## src/sv/rtc_pkg.sv

```systemverilog
// Shared types and constants for the request tag completion tracker.
// No dependencies; used by rtc_cell, rtc_ctrl and request_tag_completion_tracker.
`default_nettype none

package rtc_pkg;

  localparam int TAG_COUNT_DEF = 32;

  // Field widths of the stream payloads
  localparam int OPC_W       = 2;
  localparam int QTAG_W      = 8;
  localparam int BUSY_W      = 32;
  localparam int GTAG_W      = 5;
  localparam int OUTS_W      = 6;
  localparam int IN_TDATA_W  = 40;  // query_tag + busy_mask, whole bytes
  localparam int RES_W       = GTAG_W + 1 + 1 + 1 + OUTS_W;
  localparam int OUT_TDATA_W = 16;

  // Opcodes
  localparam logic [OPC_W-1:0] OP_ALLOC = 2'd0;
  localparam logic [OPC_W-1:0] OP_QONE  = 2'd1;
  localparam logic [OPC_W-1:0] OP_QALL  = 2'd2;
  localparam logic [OPC_W-1:0] OP_RENEW = 2'd3;

  // Tag status codes
  localparam logic [1:0] TS_FREE = 2'd0;
  localparam logic [1:0] TS_REQ  = 2'd1;
  localparam logic [1:0] TS_ISS  = 2'd2;

  // Broadcast controls from the controller to every cell
  typedef struct packed {
    logic alloc;   // cell at sel_ptr becomes requested
    logic renew;   // renew tick, every cell at once
    logic load;    // retire token placed at sel_ptr
    logic walk;    // token holder frees itself, token moves one cell on
  } rtc_cell_ctl_t;

endpackage

`default_nettype wire

```

## src/sv/request_tag_completion_tracker.sv

```systemverilog
// Top level: a ring of tag cells chained by the retire token, and the controller.
// Depends on rtc_pkg, rtc_cell and rtc_ctrl.
//
//   channel | dir | tdata (low bit up)                              | tuser
//   in_     | in  | query_tag[7:0], busy_mask[39:8]                   | opcode[1:0]
//   out_    | out | granted_tag[4:0], grant_ok[5], finished[6],      | -
//           |     | any_pending[7], outstanding[13:8], zero pad      |
//
// Allocate, renew and queries that retire nothing pass from idle through the
// execute and finish states; out_tvalid and in_tready rise together as finish completes.
// A retiring query walks the token one cell per retired tag (1..TAG_COUNT) along
// the cell chain between execute and finish. One item is in flight at a time; in_tready is high
// only while idle. A result held by out_tready low keeps the next item from
// finishing, not from being accepted. Synchronous reset frees every tag.
`default_nettype none

module request_tag_completion_tracker
  import rtc_pkg::*;
#(
  parameter int TAG_COUNT = TAG_COUNT_DEF
) (
  input  wire logic                   clk,
  input  wire logic                   rst_n,
  input  wire logic                   in_tvalid,
  output logic                        in_tready,
  input  wire logic [IN_TDATA_W-1:0]  in_tdata,   // query_tag, busy_mask
  input  wire logic [OPC_W-1:0]       in_tuser,   // opcode
  output logic                        out_tvalid,
  input  wire logic                   out_tready,
  output logic [OUT_TDATA_W-1:0]      out_tdata   // granted_tag, grant_ok, finished,
                                                  // any_pending, outstanding
);

  localparam int TW = $clog2(TAG_COUNT);

  rtc_cell_ctl_t              cell_ctl;
  logic [TW-1:0]              sel_ptr;
  logic [BUSY_W-1:0]          busy;
  logic [TAG_COUNT-1:0][1:0]  status;
  logic [TAG_COUNT-1:0]       token;
  logic [TAG_COUNT-1:0]       busy_bit;

  rtc_ctrl #(
    .TAG_COUNT (TAG_COUNT)
  ) u_ctrl (
    .clk        (clk),
    .rst_n      (rst_n),
    .in_tvalid  (in_tvalid),
    .in_tready  (in_tready),
    .in_tuser   (in_tuser),
    .in_tdata   (in_tdata),
    .out_tvalid (out_tvalid),
    .out_tready (out_tready),
    .out_tdata  (out_tdata),
    .status     (status),
    .cell_ctl   (cell_ctl),
    .sel_ptr    (sel_ptr),
    .busy       (busy)
  );

  for (genvar i = 0; i < TAG_COUNT; i++) begin : g_cell
    // tags past the mask width see a clear busy bit
    if (i < BUSY_W) begin : g_busy
      assign busy_bit[i] = busy[i];
    end else begin : g_nobusy
      assign busy_bit[i] = 1'b0;
    end

    rtc_cell #(
      .TAG_COUNT (TAG_COUNT),
      .IDX       (i)
    ) u_cell (
      .clk       (clk),
      .rst_n     (rst_n),
      .ctl       (cell_ctl),
      .sel_ptr   (sel_ptr),
      .busy_bit  (busy_bit[i]),
      .token_in  (token[(i + TAG_COUNT - 1) % TAG_COUNT]),
      .token_out (token[i]),
      .status    (status[i])
    );
  end

endmodule

`default_nettype wire

```

## src/sv/rtc_cell.sv

```systemverilog
// One ring entry: the status of a single tag plus its slot of the retire token chain.
// Depends on rtc_pkg.
`default_nettype none

module rtc_cell
  import rtc_pkg::*;
#(
  parameter int TAG_COUNT = TAG_COUNT_DEF,
  parameter int IDX       = 0
) (
  input  wire logic                         clk,
  input  wire logic                         rst_n,
  input  wire rtc_cell_ctl_t                ctl,
  input  wire logic [$clog2(TAG_COUNT)-1:0] sel_ptr,
  input  wire logic                         busy_bit,
  input  wire logic                         token_in,
  output logic                              token_out,
  output logic [1:0]                        status
);

  localparam int TW = $clog2(TAG_COUNT);
  localparam logic [TW-1:0] MY_IDX = TW'(IDX);

  logic [1:0] status_r, status_nxt;
  logic       token_r, token_nxt;
  logic       hit;

  assign hit = (sel_ptr == MY_IDX);

  always_comb begin
    status_nxt = status_r;
    if (ctl.alloc && hit) begin
      status_nxt = TS_REQ;
    end else if (ctl.renew) begin
      case (status_r)
        TS_REQ:  status_nxt = TS_ISS;
        TS_ISS:  status_nxt = busy_bit ? TS_ISS : TS_FREE;
        default: status_nxt = status_r;
      endcase
    end else if (ctl.walk && token_r) begin
      status_nxt = TS_FREE;
    end
  end

  always_comb begin
    token_nxt = token_r;
    if (ctl.load) begin
      token_nxt = hit;
    end else if (ctl.walk) begin
      token_nxt = token_in;
    end
  end

  always_ff @(posedge clk) begin
    if (!rst_n) begin
      status_r <= TS_FREE;
      token_r  <= 1'b0;
    end else begin
      status_r <= status_nxt;
      token_r  <= token_nxt;
    end
  end

  assign status    = status_r;
  assign token_out = token_r;

endmodule

`default_nettype wire

```

## src/sv/rtc_ctrl.sv

```systemverilog
// Ring controller: pointers, outstanding count, sequencer and the result register.
// Depends on rtc_pkg; drives the row of rtc_cell instances.
`default_nettype none

module rtc_ctrl
  import rtc_pkg::*;
#(
  parameter int TAG_COUNT = TAG_COUNT_DEF
) (
  input  wire logic                              clk,
  input  wire logic                              rst_n,
  input  wire logic                              in_tvalid,
  output logic                                   in_tready,
  input  wire logic [OPC_W-1:0]                  in_tuser,
  input  wire logic [IN_TDATA_W-1:0]             in_tdata,
  output logic                                   out_tvalid,
  input  wire logic                              out_tready,
  output logic [OUT_TDATA_W-1:0]                 out_tdata,
  input  wire logic [TAG_COUNT-1:0][1:0]         status,
  output rtc_cell_ctl_t                          cell_ctl,
  output logic [$clog2(TAG_COUNT)-1:0]           sel_ptr,
  output logic [BUSY_W-1:0]                      busy
);

  localparam int TW  = $clog2(TAG_COUNT);
  localparam int CW  = $clog2(TAG_COUNT + 1);
  localparam int SW  = CW + 1;
  localparam int GEW = TW + GTAG_W;
  localparam int OEW = CW + OUTS_W;
  localparam logic [QTAG_W:0] TC_Q   = (QTAG_W + 1)'(TAG_COUNT);
  localparam logic [CW-1:0]   TC_C   = CW'(TAG_COUNT);
  localparam logic [SW-1:0]   TC_S   = SW'(TAG_COUNT);
  localparam logic [TW-1:0]   LAST_T = TW'(TAG_COUNT - 1);

  localparam logic [1:0] S_IDLE = 2'd0;
  localparam logic [1:0] S_EXEC = 2'd1;
  localparam logic [1:0] S_WALK = 2'd2;
  localparam logic [1:0] S_FIN  = 2'd3;

  logic [1:0]             state_r, state_nxt;
  logic [OPC_W-1:0]       op_r, op_nxt;
  logic [QTAG_W-1:0]      tag_r, tag_nxt;
  logic [BUSY_W-1:0]      busy_r, busy_nxt;
  logic [TW-1:0]          oldest_r, oldest_nxt;
  logic [TW-1:0]          next_ptr_r, next_ptr_nxt;
  logic [CW-1:0]          live_r, live_nxt;
  logic [CW-1:0]          walk_cnt_r, walk_cnt_nxt;
  logic [RES_W-1:0]       res_r, res_nxt;
  logic                   out_valid_r, out_valid_nxt;
  logic [OUT_TDATA_W-1:0] out_data_r, out_data_nxt;

  // Query decode
  logic          tag_oor;
  logic [TW-1:0] tag_idx;
  logic [TW-1:0] dist_one;
  logic [SW-1:0] sum_all;
  logic [SW-1:0] last_s;
  logic [TW-1:0] target;
  logic [TW-1:0] q_span;
  logic [CW-1:0] dist_c;
  logic          outside;
  logic          pending_hit;
  logic [TW-1:0] target_next;
  logic [TW-1:0] next_ptr_inc;

  logic [GTAG_W-1:0] granted;
  logic              grant_ok;
  logic              fin;
  logic [GEW-1:0]    granted_ext;
  logic [OEW-1:0]    live_ext;

  assign tag_oor = ({1'b0, tag_r} >= TC_Q);
  assign tag_idx = tag_r[TW-1:0];

  always_comb begin
    if (tag_idx >= oldest_r) begin
      dist_one = tag_idx - oldest_r;
    end else begin
      dist_one = TW'((TW + 1)'(tag_idx) + (TW + 1)'(TAG_COUNT) - (TW + 1)'(oldest_r));
    end
  end

  // newest outstanding tag: oldest + live - 1, wrapped once
  assign sum_all = SW'(oldest_r) + SW'(live_r) - SW'(1);
  assign last_s  = (sum_all >= TC_S) ? (sum_all - TC_S) : sum_all;

  assign target = (op_r == OP_QONE) ? tag_idx : last_s[TW-1:0];
  // for query all on an empty ring this wraps to all ones and lands outside
  assign q_span = (op_r == OP_QONE) ? dist_one : TW'(live_r - CW'(1));
  assign dist_c = CW'(q_span);

  assign outside     = (dist_c >= live_r);
  assign pending_hit = (status[target] == TS_REQ) || (status[target] == TS_ISS);
  assign target_next = (target == LAST_T) ? '0 : target + TW'(1);
  assign next_ptr_inc = (next_ptr_r == LAST_T) ? '0 : next_ptr_r + TW'(1);

  always_comb begin
    state_nxt     = state_r;
    op_nxt        = op_r;
    tag_nxt       = tag_r;
    busy_nxt      = busy_r;
    oldest_nxt    = oldest_r;
    next_ptr_nxt  = next_ptr_r;
    live_nxt      = live_r;
    walk_cnt_nxt  = walk_cnt_r;
    res_nxt       = res_r;
    out_data_nxt  = out_data_r;
    out_valid_nxt = out_valid_r && !out_tready;
    cell_ctl      = '0;
    sel_ptr       = oldest_r;
    granted       = '0;
    grant_ok      = 1'b0;
    fin           = 1'b0;
    granted_ext   = '0;
    live_ext      = '0;

    case (state_r)
      S_IDLE: begin
        if (in_tvalid) begin
          op_nxt    = in_tuser;
          tag_nxt   = in_tdata[QTAG_W-1:0];
          busy_nxt  = in_tdata[QTAG_W +: BUSY_W];
          state_nxt = S_EXEC;
        end
      end
      S_EXEC: begin
        state_nxt = S_FIN;
        case (op_r)
          OP_ALLOC: begin
            if (live_r < TC_C) begin
              cell_ctl.alloc = 1'b1;
              sel_ptr        = next_ptr_r;
              granted_ext    = GEW'(next_ptr_r);
              granted        = granted_ext[GTAG_W-1:0];
              grant_ok       = 1'b1;
              next_ptr_nxt   = next_ptr_inc;
              live_nxt       = live_r + CW'(1);
            end
          end
          OP_RENEW: begin
            cell_ctl.renew = 1'b1;
          end
          default: begin
            if (op_r == OP_QONE && tag_oor) begin
              fin = 1'b0;
            end else if (outside) begin
              fin = 1'b1;
            end else if (pending_hit) begin
              fin = 1'b0;
            end else begin
              // retire oldest..target: token goes in at oldest, then walks
              fin           = 1'b1;
              cell_ctl.load = 1'b1;
              sel_ptr       = oldest_r;
              oldest_nxt    = target_next;
              live_nxt      = live_r - (dist_c + CW'(1));
              walk_cnt_nxt  = dist_c + CW'(1);
              state_nxt     = S_WALK;
            end
          end
        endcase
        live_ext = OEW'(live_nxt);
        res_nxt  = {live_ext[OUTS_W-1:0], (live_nxt != '0), fin, grant_ok, granted};
      end
      S_WALK: begin
        cell_ctl.walk = 1'b1;
        walk_cnt_nxt  = walk_cnt_r - CW'(1);
        if (walk_cnt_r == CW'(1)) begin
          state_nxt = S_FIN;
        end
      end
      S_FIN: begin
        if (!out_valid_r || out_tready) begin
          out_valid_nxt = 1'b1;
          out_data_nxt  = OUT_TDATA_W'(res_r);
          state_nxt     = S_IDLE;
        end
      end
      default: state_nxt = S_IDLE;
    endcase
  end

  always_ff @(posedge clk) begin
    if (!rst_n) begin
      state_r     <= S_IDLE;
      oldest_r    <= '0;
      next_ptr_r  <= '0;
      live_r      <= '0;
      walk_cnt_r  <= '0;
      out_valid_r <= 1'b0;
    end else begin
      state_r     <= state_nxt;
      oldest_r    <= oldest_nxt;
      next_ptr_r  <= next_ptr_nxt;
      live_r      <= live_nxt;
      walk_cnt_r  <= walk_cnt_nxt;
      out_valid_r <= out_valid_nxt;
    end
  end

  always_ff @(posedge clk) begin
    op_r       <= op_nxt;
    tag_r      <= tag_nxt;
    busy_r     <= busy_nxt;
    res_r      <= res_nxt;
    out_data_r <= out_data_nxt;
  end

  assign in_tready  = (state_r == S_IDLE);
  assign out_tvalid = out_valid_r;
  assign out_tdata  = out_data_r;
  assign busy       = busy_r;

`ifndef SYNTHESIS
  a_live_bound: assert property (@(posedge clk) disable iff (!rst_n)
    live_r <= TC_C)
    else $error("outstanding count above ring size");

  a_empty_ptrs: assert property (@(posedge clk) disable iff (!rst_n)
    (live_r == '0) |-> (oldest_r == next_ptr_r))
    else $error("empty ring with pointers apart");

  a_walk_cnt: assert property (@(posedge clk) disable iff (!rst_n)
    (state_r == S_WALK) |-> (walk_cnt_r != '0))
    else $error("retire walk with zero count");

  a_out_from_fin: assert property (@(posedge clk) disable iff (!rst_n)
    $rose(out_valid_r) |-> ($past(state_r) == S_FIN))
    else $error("result raised outside finish state");
`endif

endmodule

`default_nettype wire
```

## config.mk

```make
export PLATFORM = sky130hd
export DESIGN_NAME = request_tag_completion_tracker
export DESIGN_NICKNAME = d
export VERILOG_FILES = /design/src/sv/rtc_pkg.sv /design/src/sv/request_tag_completion_tracker.sv /design/src/sv/rtc_cell.sv /design/src/sv/rtc_ctrl.sv
export SDC_FILE = /design/constraint.sdc
export NUM_CORES = 1
export LEC_CHECK = 0
export BUFFER_PORTS_ARGS = -buffer_cell sky130_fd_sc_hd__buf_2
export CELL_PAD_IN_SITES_DETAIL_PLACEMENT = 1
export CELL_PAD_IN_SITES_GLOBAL_PLACEMENT = 2
export CORE_UTILIZATION = 40
export CTS_CLUSTER_SIZE = 12
export DETAILED_ROUTE_END_ITERATION = 7
export PLACE_DENSITY = 0.82
export SLEW_MARGIN = 30
export SYNTH_ARGS = -nofsm -noshare
export SYNTH_HDL_FRONTEND = slang
export SYNTH_SLANG_ARGS = --single-unit
```

## constraint.sdc

```tcl
create_clock -name clk -period 6.6 [get_ports clk]
set_clock_uncertainty 0.2 [all_clocks]
set_input_delay 1.98 -clock clk [delete_from_list [all_inputs] [get_ports clk]]
set_output_delay 1.98 -clock clk [all_outputs]
set_load 0.01 [all_outputs]
```

* Word level (Yosys, flattened, before mapping)
Index checks and enable logic that the tools add are counted.
** Storage, ports and cells
- Logic and storage cells :: 820
- Register bits :: 191
- Output and inout port bits :: 18
- Bits of input ports :: 46
** Operators by class
- Muxes and demuxes :: 266
- Reductions and logical operators :: 245
- Magnitude comparators :: 6
- Bitwise gates (word level) :: 5
- Eq/ne operators :: 176
- $add $sub $neg :: 13
** Operators by type and width (count)
- $mux W2 :: 103
- $reduce_and A2 Y1 :: 67
- $ne A4 B1 Y1 const B :: 32
- $pmux W2 S2 :: 32
- $mux W1 :: 108
- $ne A3 B1 Y1 const B :: 32
- $reduce_bool A3 Y1 :: 32
- $eq A5 B5 Y1 const B :: 18
- $eq A2 B2 Y1 const B :: 36
- $eq A2 B1 Y1 const B :: 35
- $reduce_bool A2 Y1 :: 34
- $logic_and A1 B1 Y1 :: 66
- $reduce_or A2 Y1 :: 33
- $mux W6 :: 9
- $mux W5 :: 9
- $eq A5 B4 Y1 const B :: 8
- $pmux W6 S2 :: 2
- $eq A5 B3 Y1 const B :: 4
- $add A5 B1 Y5 const B :: 3
- $bmux W2 S5 :: 1
- $eq A5 B2 Y1 const B :: 2
- $ne A2 B2 Y1 const B :: 5
- $reduce_and A5 Y1 :: 2
- $sub A5 B1 Y5 const B :: 2
- 26 further kinds :: 36

* Depth between registers and ports, before layout
- Depth after elaboration :: 17
- Mapped depth :: 21
- Depth with buffers taken out :: 19

* Modules after synthesis
Synthesis repeated with hierarchy kept, for this count alone.
** Unflattened totals
- Cell total of the unflattened synthesis :: 1357
- Area total of the unflattened synthesis :: 12396.9 µm²
** Modules (own cells, without submodules)
- rtc_ctrl :: area an instance 6084.6 µm², seq. area each 2602.5 µm², cells each 644, times used 1
- rtc_cell (g_cell[10].u_cell ...) :: area an instance 201.4 µm², seq. area each 60.1 µm², cells each 23, times used 7
- rtc_cell (g_cell[13].u_cell ...) :: area an instance 191.4 µm², seq. area each 60.1 µm², cells each 21, times used 6
- rtc_cell (g_cell[1].u_cell ...) :: area an instance 207.7 µm², seq. area each 60.1 µm², cells each 23, times used 2
- rtc_cell (g_cell[20].u_cell ...) :: area an instance 205.2 µm², seq. area each 60.1 µm², cells each 23, times used 2
- rtc_cell (g_cell[4].u_cell ...) :: area an instance 203.9 µm², seq. area each 60.1 µm², cells each 22, times used 2
- rtc_cell (g_cell[17].u_cell ...) :: area an instance 195.2 µm², seq. area each 60.1 µm², cells each 23, times used 2
- rtc_cell (g_cell[12].u_cell ...) :: area an instance 193.9 µm², seq. area each 60.1 µm², cells each 23, times used 2
- rtc_cell (g_cell[11].u_cell ...) :: area an instance 191.4 µm², seq. area each 60.1 µm², cells each 22, times used 2
- rtc_cell (g_cell[19].u_cell ...) :: area an instance 191.4 µm², seq. area each 60.1 µm², cells each 23, times used 2
- rtc_cell (g_cell[29].u_cell ...) :: area an instance 188.9 µm², seq. area each 60.1 µm², cells each 21, times used 2
- rtc_cell (g_cell[0].u_cell) :: area an instance 201.4 µm², seq. area each 60.1 µm², cells each 22, times used 1
- rtc_cell (g_cell[16].u_cell) :: area an instance 198.9 µm², seq. area each 60.1 µm², cells each 22, times used 1
- rtc_cell (g_cell[31].u_cell) :: area an instance 197.7 µm², seq. area each 60.1 µm², cells each 22, times used 1

* Least setup slack after synthesis
No wires, ideal clock.
- Path kind :: input to register
- From :: in in_tvalid
- To :: reg u_ctrl.busy_r[0], in the netlist u_ctrl.busy[0] (enable)
- Path slack :: 2.124 ns
- Stages :: 2
- Arrival time :: 3.832 ns
- Setup time :: 0.444 ns
- Required time :: 5.956 ns
- Buffers on the path :: 0
- Path through :: inv_1 nor2_1
** On the way
- Longest elaborated chain between the ends :: 1
** Ends and longest elaborated chain
- start: declaration :: RTL line request_tag_completion_tracker.sv:24 : input wire logic in_tvalid,
- $reduce_and A2 Y1 (no source line)
- end signal: assignment :: RTL line rtc_ctrl.sv:204 : busy_r <= busy_nxt;
- end: declaration :: RTL line rtc_ctrl.sv:43 : logic [BUSY_W-1:0] busy_r, busy_nxt;
Every way passes these cells.
A chain may end at the register's enable or synchronous reset.

* Final worst setup path
- From :: reg u_ctrl.tag_r[0]
- To :: reg g_cell[4].u_cell.token_r
** On the way
- Longest elaborated chain between the ends :: 11
- Elaborated cells on any way between the ends :: 22
- Classes of those cells :: add/sub: 3; order compare: 3; eq/ne: 2; mux: 11; reduce/logical: 3
** Ends and longest elaborated chain
- start: declaration :: RTL line rtc_ctrl.sv:42 : logic [QTAG_W-1:0] tag_r, tag_nxt;
- start signal: assignment :: RTL line rtc_ctrl.sv:203 : tag_r <= tag_nxt;
- branches (longest 7 deep; another with $ge A5 B6 Y1)
- $mux W1 (*) :: RTL line rtc_ctrl.sv:144 : if (op_r == OP_QONE && tag_oor) begin
- $mux W1 (*) :: RTL line rtc_ctrl.sv:128 : case (op_r)
- $mux W3 (*) :: RTL line rtc_ctrl.sv:117 : case (state_r)
- $mux W1 or $reduce_bool A2 Y1 (tied branches)
- end signal: assignment :: RTL line rtc_cell.sv:60 : token_r <= token_nxt;
- end: declaration :: RTL line rtc_cell.sv:25 : logic token_r, token_nxt;
Every way passes the cells marked *. The select of a mux whose other input is x is not followed.

==> qor_table.md <==
| Parameter | Reported |
| --- | --- |
| Cell with the most instances after synthesis | nor2_1 |
| Total negative slack for setup checks | 0 ns |
| Count of different cell masters after synthesis | 73 |
| Most area-hungry cell type in the Yosys netlist | dfxtp_1 |
| Transition at the pin with the smallest max-transition slack | 0.945 ns |
| Top-level port count | 64 |
| Maximum capacitance violations | 0 |
| Pins Over Slew Limit | 0 |
| Worst endpoint required time | 6.71 ns |
| Smallest setup slack after layout | 1.42 ns |
| Final Non-Filler Cells | 1429 |
| Proportion of layout cells with a drive suffix above 1 | 0.124 |
| Final RePlAce weighted congestion | 0.829 |
| Share of the synthesized area in the top cell type | 0.242 |
| Crit path largest cell delay | 0.74 ns |
| Setup fix buffers added after clock tree synthesis | 0 |
| Area of the placeable core | 24500 sq um |
| Summed area of non-filler cells in the final layout | 11200 sq um |
| VDD IR max | 0.208 mV |
| Type of the most critical hold path | reg -> reg |
| Headroom to the max-slew limit | 0.370 |
| Number of vias after detailed routing | 8384 |
| Async set-reset flop share out of synthesis | 0 |
| Source-to-sink clock delay at the later pin of the worst-skew pair | 0.45 ns |
| Hold Fails Final Rpt | 0 |
| Area Growth Syn to Fin | 11.3% |
| Clock Path Buffers | 2 |
| Kind of cell adding the most delay to the critical path | simple AND/OR/NAND/NOR gates |
| Clock tree root driver cell | clkbuf_16 |
| Post-Place Cells | 1397 |
| Die Span Y | 160 microns |
| Share of the yosys chip area belonging to registers | 0.452 |
| HP Start | u_ctrl.res_r[2] |
| Number of diodes added for antenna fixing | 0 |
| Core occupancy in the finished layout | 0.456 |
| Most instantiated cells after synthesis | nor2_1 (122), dfxtp_1 (121), nand2_1 (99) |
| Hold buffer count at cts | 0 |
| Run status | finished, final reports clean |
| Full die area | 25700 sq um |
| TritonCTS clock tree | done |
| Via density | 5.87 |
| GR Util All Layers | 0.245 |
| Setup slack at placement | 1.53 ns |
| Count of H-tree levels built during CTS | 4 |
| Number of nets in the finished design | 1177 |
| DRC violation count after routing | 0 |
| Master of the slowest instance on the critical path | and3_2 |
| Mean cell area of the mapped netlist | 9.35 sq um |
| Buffers plus inverters on the worst setup path | 4 |
| Average wire length per cell after detail routing | 21.4 microns |
| CTS buffer count | 17 |
| Achievable frequency | 193 MHz |
| Clock slew at the register clock pins of the worst setup and hold paths | 0.08 ns |
| Leakage power | 3.88 nW |
| Resized Gates After CTS | 0 |
| Die width | 160 microns |
| Most area-consuming cells after synthesis | dfxtp_1 (24%), edfxtp_1 (21%), o211ai_1 (5.1%) |
| Beginning of the critical path | u_ctrl.tag_r[0] |
| Standard-cell row count | 57 |
| Final critical-path required period | 5.18 ns |
| Global-route wire length before repair | 48300 microns |
| Placed instance area | 10500 sq um |
| Number of failing setup endpoints in the final timing report | 0 |
| Initial standard-cell utilization of the core | 0.409 |
| Post-route antenna net violation count | 0 |
| Largest net degree at the start of global routing | 97 |
| Initial antenna violation count | 0 |
| Startpoint type of the worst setup path | register |
| DR iter-0 viols | 587 |
| Overflow left after global routing | 0 |
| Setup slack of the worst register-to-register path | 1.42 ns |
| CP Cell Sequence | inv_1 > ha_1 > inv_1 > fa_1 > a21o_1 > a21oi_1 > xnor2_1 > a21oi_1 > inv_1 > ha_1 > nor2_1 > a211oi_1 > a21oi_1 > and2_1 > and3_2 > buf_4 > nor2_1 > a31oi_1 > nor2_1 |
| Commonest register cell after synthesis | dfxtp_1 |
| Reg-to-Reg Start | u_ctrl.tag_r[0] |
| RSZ-0062 raised after global routing | false |
| Highest net fanout along the worst path | 37 |
| Number of clock sinks seen by CTS | 191 |
| Count of input and output buffers | 61 |
| Arr. time, crit path | 5.29 ns |
| HPWL after detailed placement | 21300 microns |
| Detailed-router iteration count before antenna repair | 5 |
| Crit. End Element | register |
| Pwr/cell area | 436 nW/um^2 |
| Seq cells post-synth | 191 |
| Category of the most critical setup path | reg -> reg |
| Cell area after synthesis | 10000 sq um |
| Synthesized netlist cell count | 1071 |
| DRT Wirelength | 30500 microns |
| Count of yosys warnings during synthesis | 0 |
| Number of synthesized flops with an enable pin | 70 |
| Final worst path period share | 0.785 |
| Via count of the first global-routing pass | 8397 |
worst register-to-register path: cells and delay by family, from the launching register on:
kind                       cells  cell delay, ns
buffers and inverters          4            0.70
adders and majority gates      3            0.93
DFF                            1            0.45
xor gates and xnor gates       1            0.10
and+or+nand+nor                5            1.37
AOI/OAI and AO/OA              6            1.30
stage by stage:
| step | hold WS [ns] | power (mW) |
|---|---|---|
| finish | 0.219 | 4.87 |
| global placement | 0.201 | 3.77 |
| floorplan | 0.200 | 3.22 |
| CTS | 0.220 | 4.88 |
| global route | 0.227 | 5.19 |
| detailed placement | 0.207 | 3.80 |
placed cells by master (no fill, tap or decap), types with 5 or more instances in the layout:
cell type / instances
edfxtp_1: 70
nand3_1: 46
and3_1: 7
buf_2: 61
and2_1: 10
dfxtp_1: 121
nor2b_1: 11
xnor2_1: 12
ha_1: 35
mux2i_1: 42
inv_1: 43
a211oi_1: 12
o21ai_0: 26
clkinv_8: 6
clkbuf_16: 17
a21o_1: 5
mux4_2: 5
nor2_1: 120
a21oi_1: 70
nor3_1: 15
xor2_1: 7
buf_4: 12
a31oi_1: 45
a221oi_1: 31
nand2b_1: 9
nor3b_1: 5
o211ai_1: 68
nand2_1: 98
o22ai_1: 7
kinds of logic after synthesis:
group           count (synthesis)  share of synthesized area
mux                            54                     0.0678
compound gates                297                      0.200
buf+inv                       119                     0.0507
simple gates                  349                      0.160
xor+xnor                       20                     0.0182
fa+ha+maj                      40                     0.0520
flops                         191                      0.452
other cells                     1                   0.000374
report_power, final:
part	leakage [nW]	switching, mW	internal (mW)
Combinational	1.94	1.45	0.791
Sequential	1.64	0.124	1.43
Clock	0.296	0.549	0.515
per-layer routing:
metal	track usage	share of wire	vias to the layer above
met5	0	0	-
met1	0.316	0.45	4148
met3	0.0405	0.041	49
li1	-	-	3983
met4	0.101	0.032	0
met2	0.406	0.48	204
final timing paths:
path | endpoint | cells after the start
hold reg to reg | u_ctrl.out_tdata[2] | 0
hold / removal | u_ctrl.out_tdata[2] | 0
setup / recovery | g_cell[4].u_cell.token_out | 19
setup reg to reg | g_cell[4].u_cell.token_out | 19
state kept, by name (all words and copies together), names as in the netlist, 6 cells and up:
| register | count |
|---|---|
| u_ctrl.walk_cnt_r | 6 |
| g_cell.u_cell.token_out | 32 |
| u_ctrl.res_r | 14 |
| g_cell.u_cell.status | 64 |
| u_ctrl.live_r | 6 |
| u_ctrl.out_tdata | 14 |
| u_ctrl.tag_r | 8 |
| u_ctrl.busy | 32 |
layout make-up:
type	instances	area, sq um
well taps	324	405
multi-input cells	762	5030
clock buffers	17	425
repair buffers	73	395
inverters	47	180
clock inverters	15	185
fillers	2801	13300
flip-flops and latches	191	4520
No activity file was read; power rests on OpenSTA's default activity.
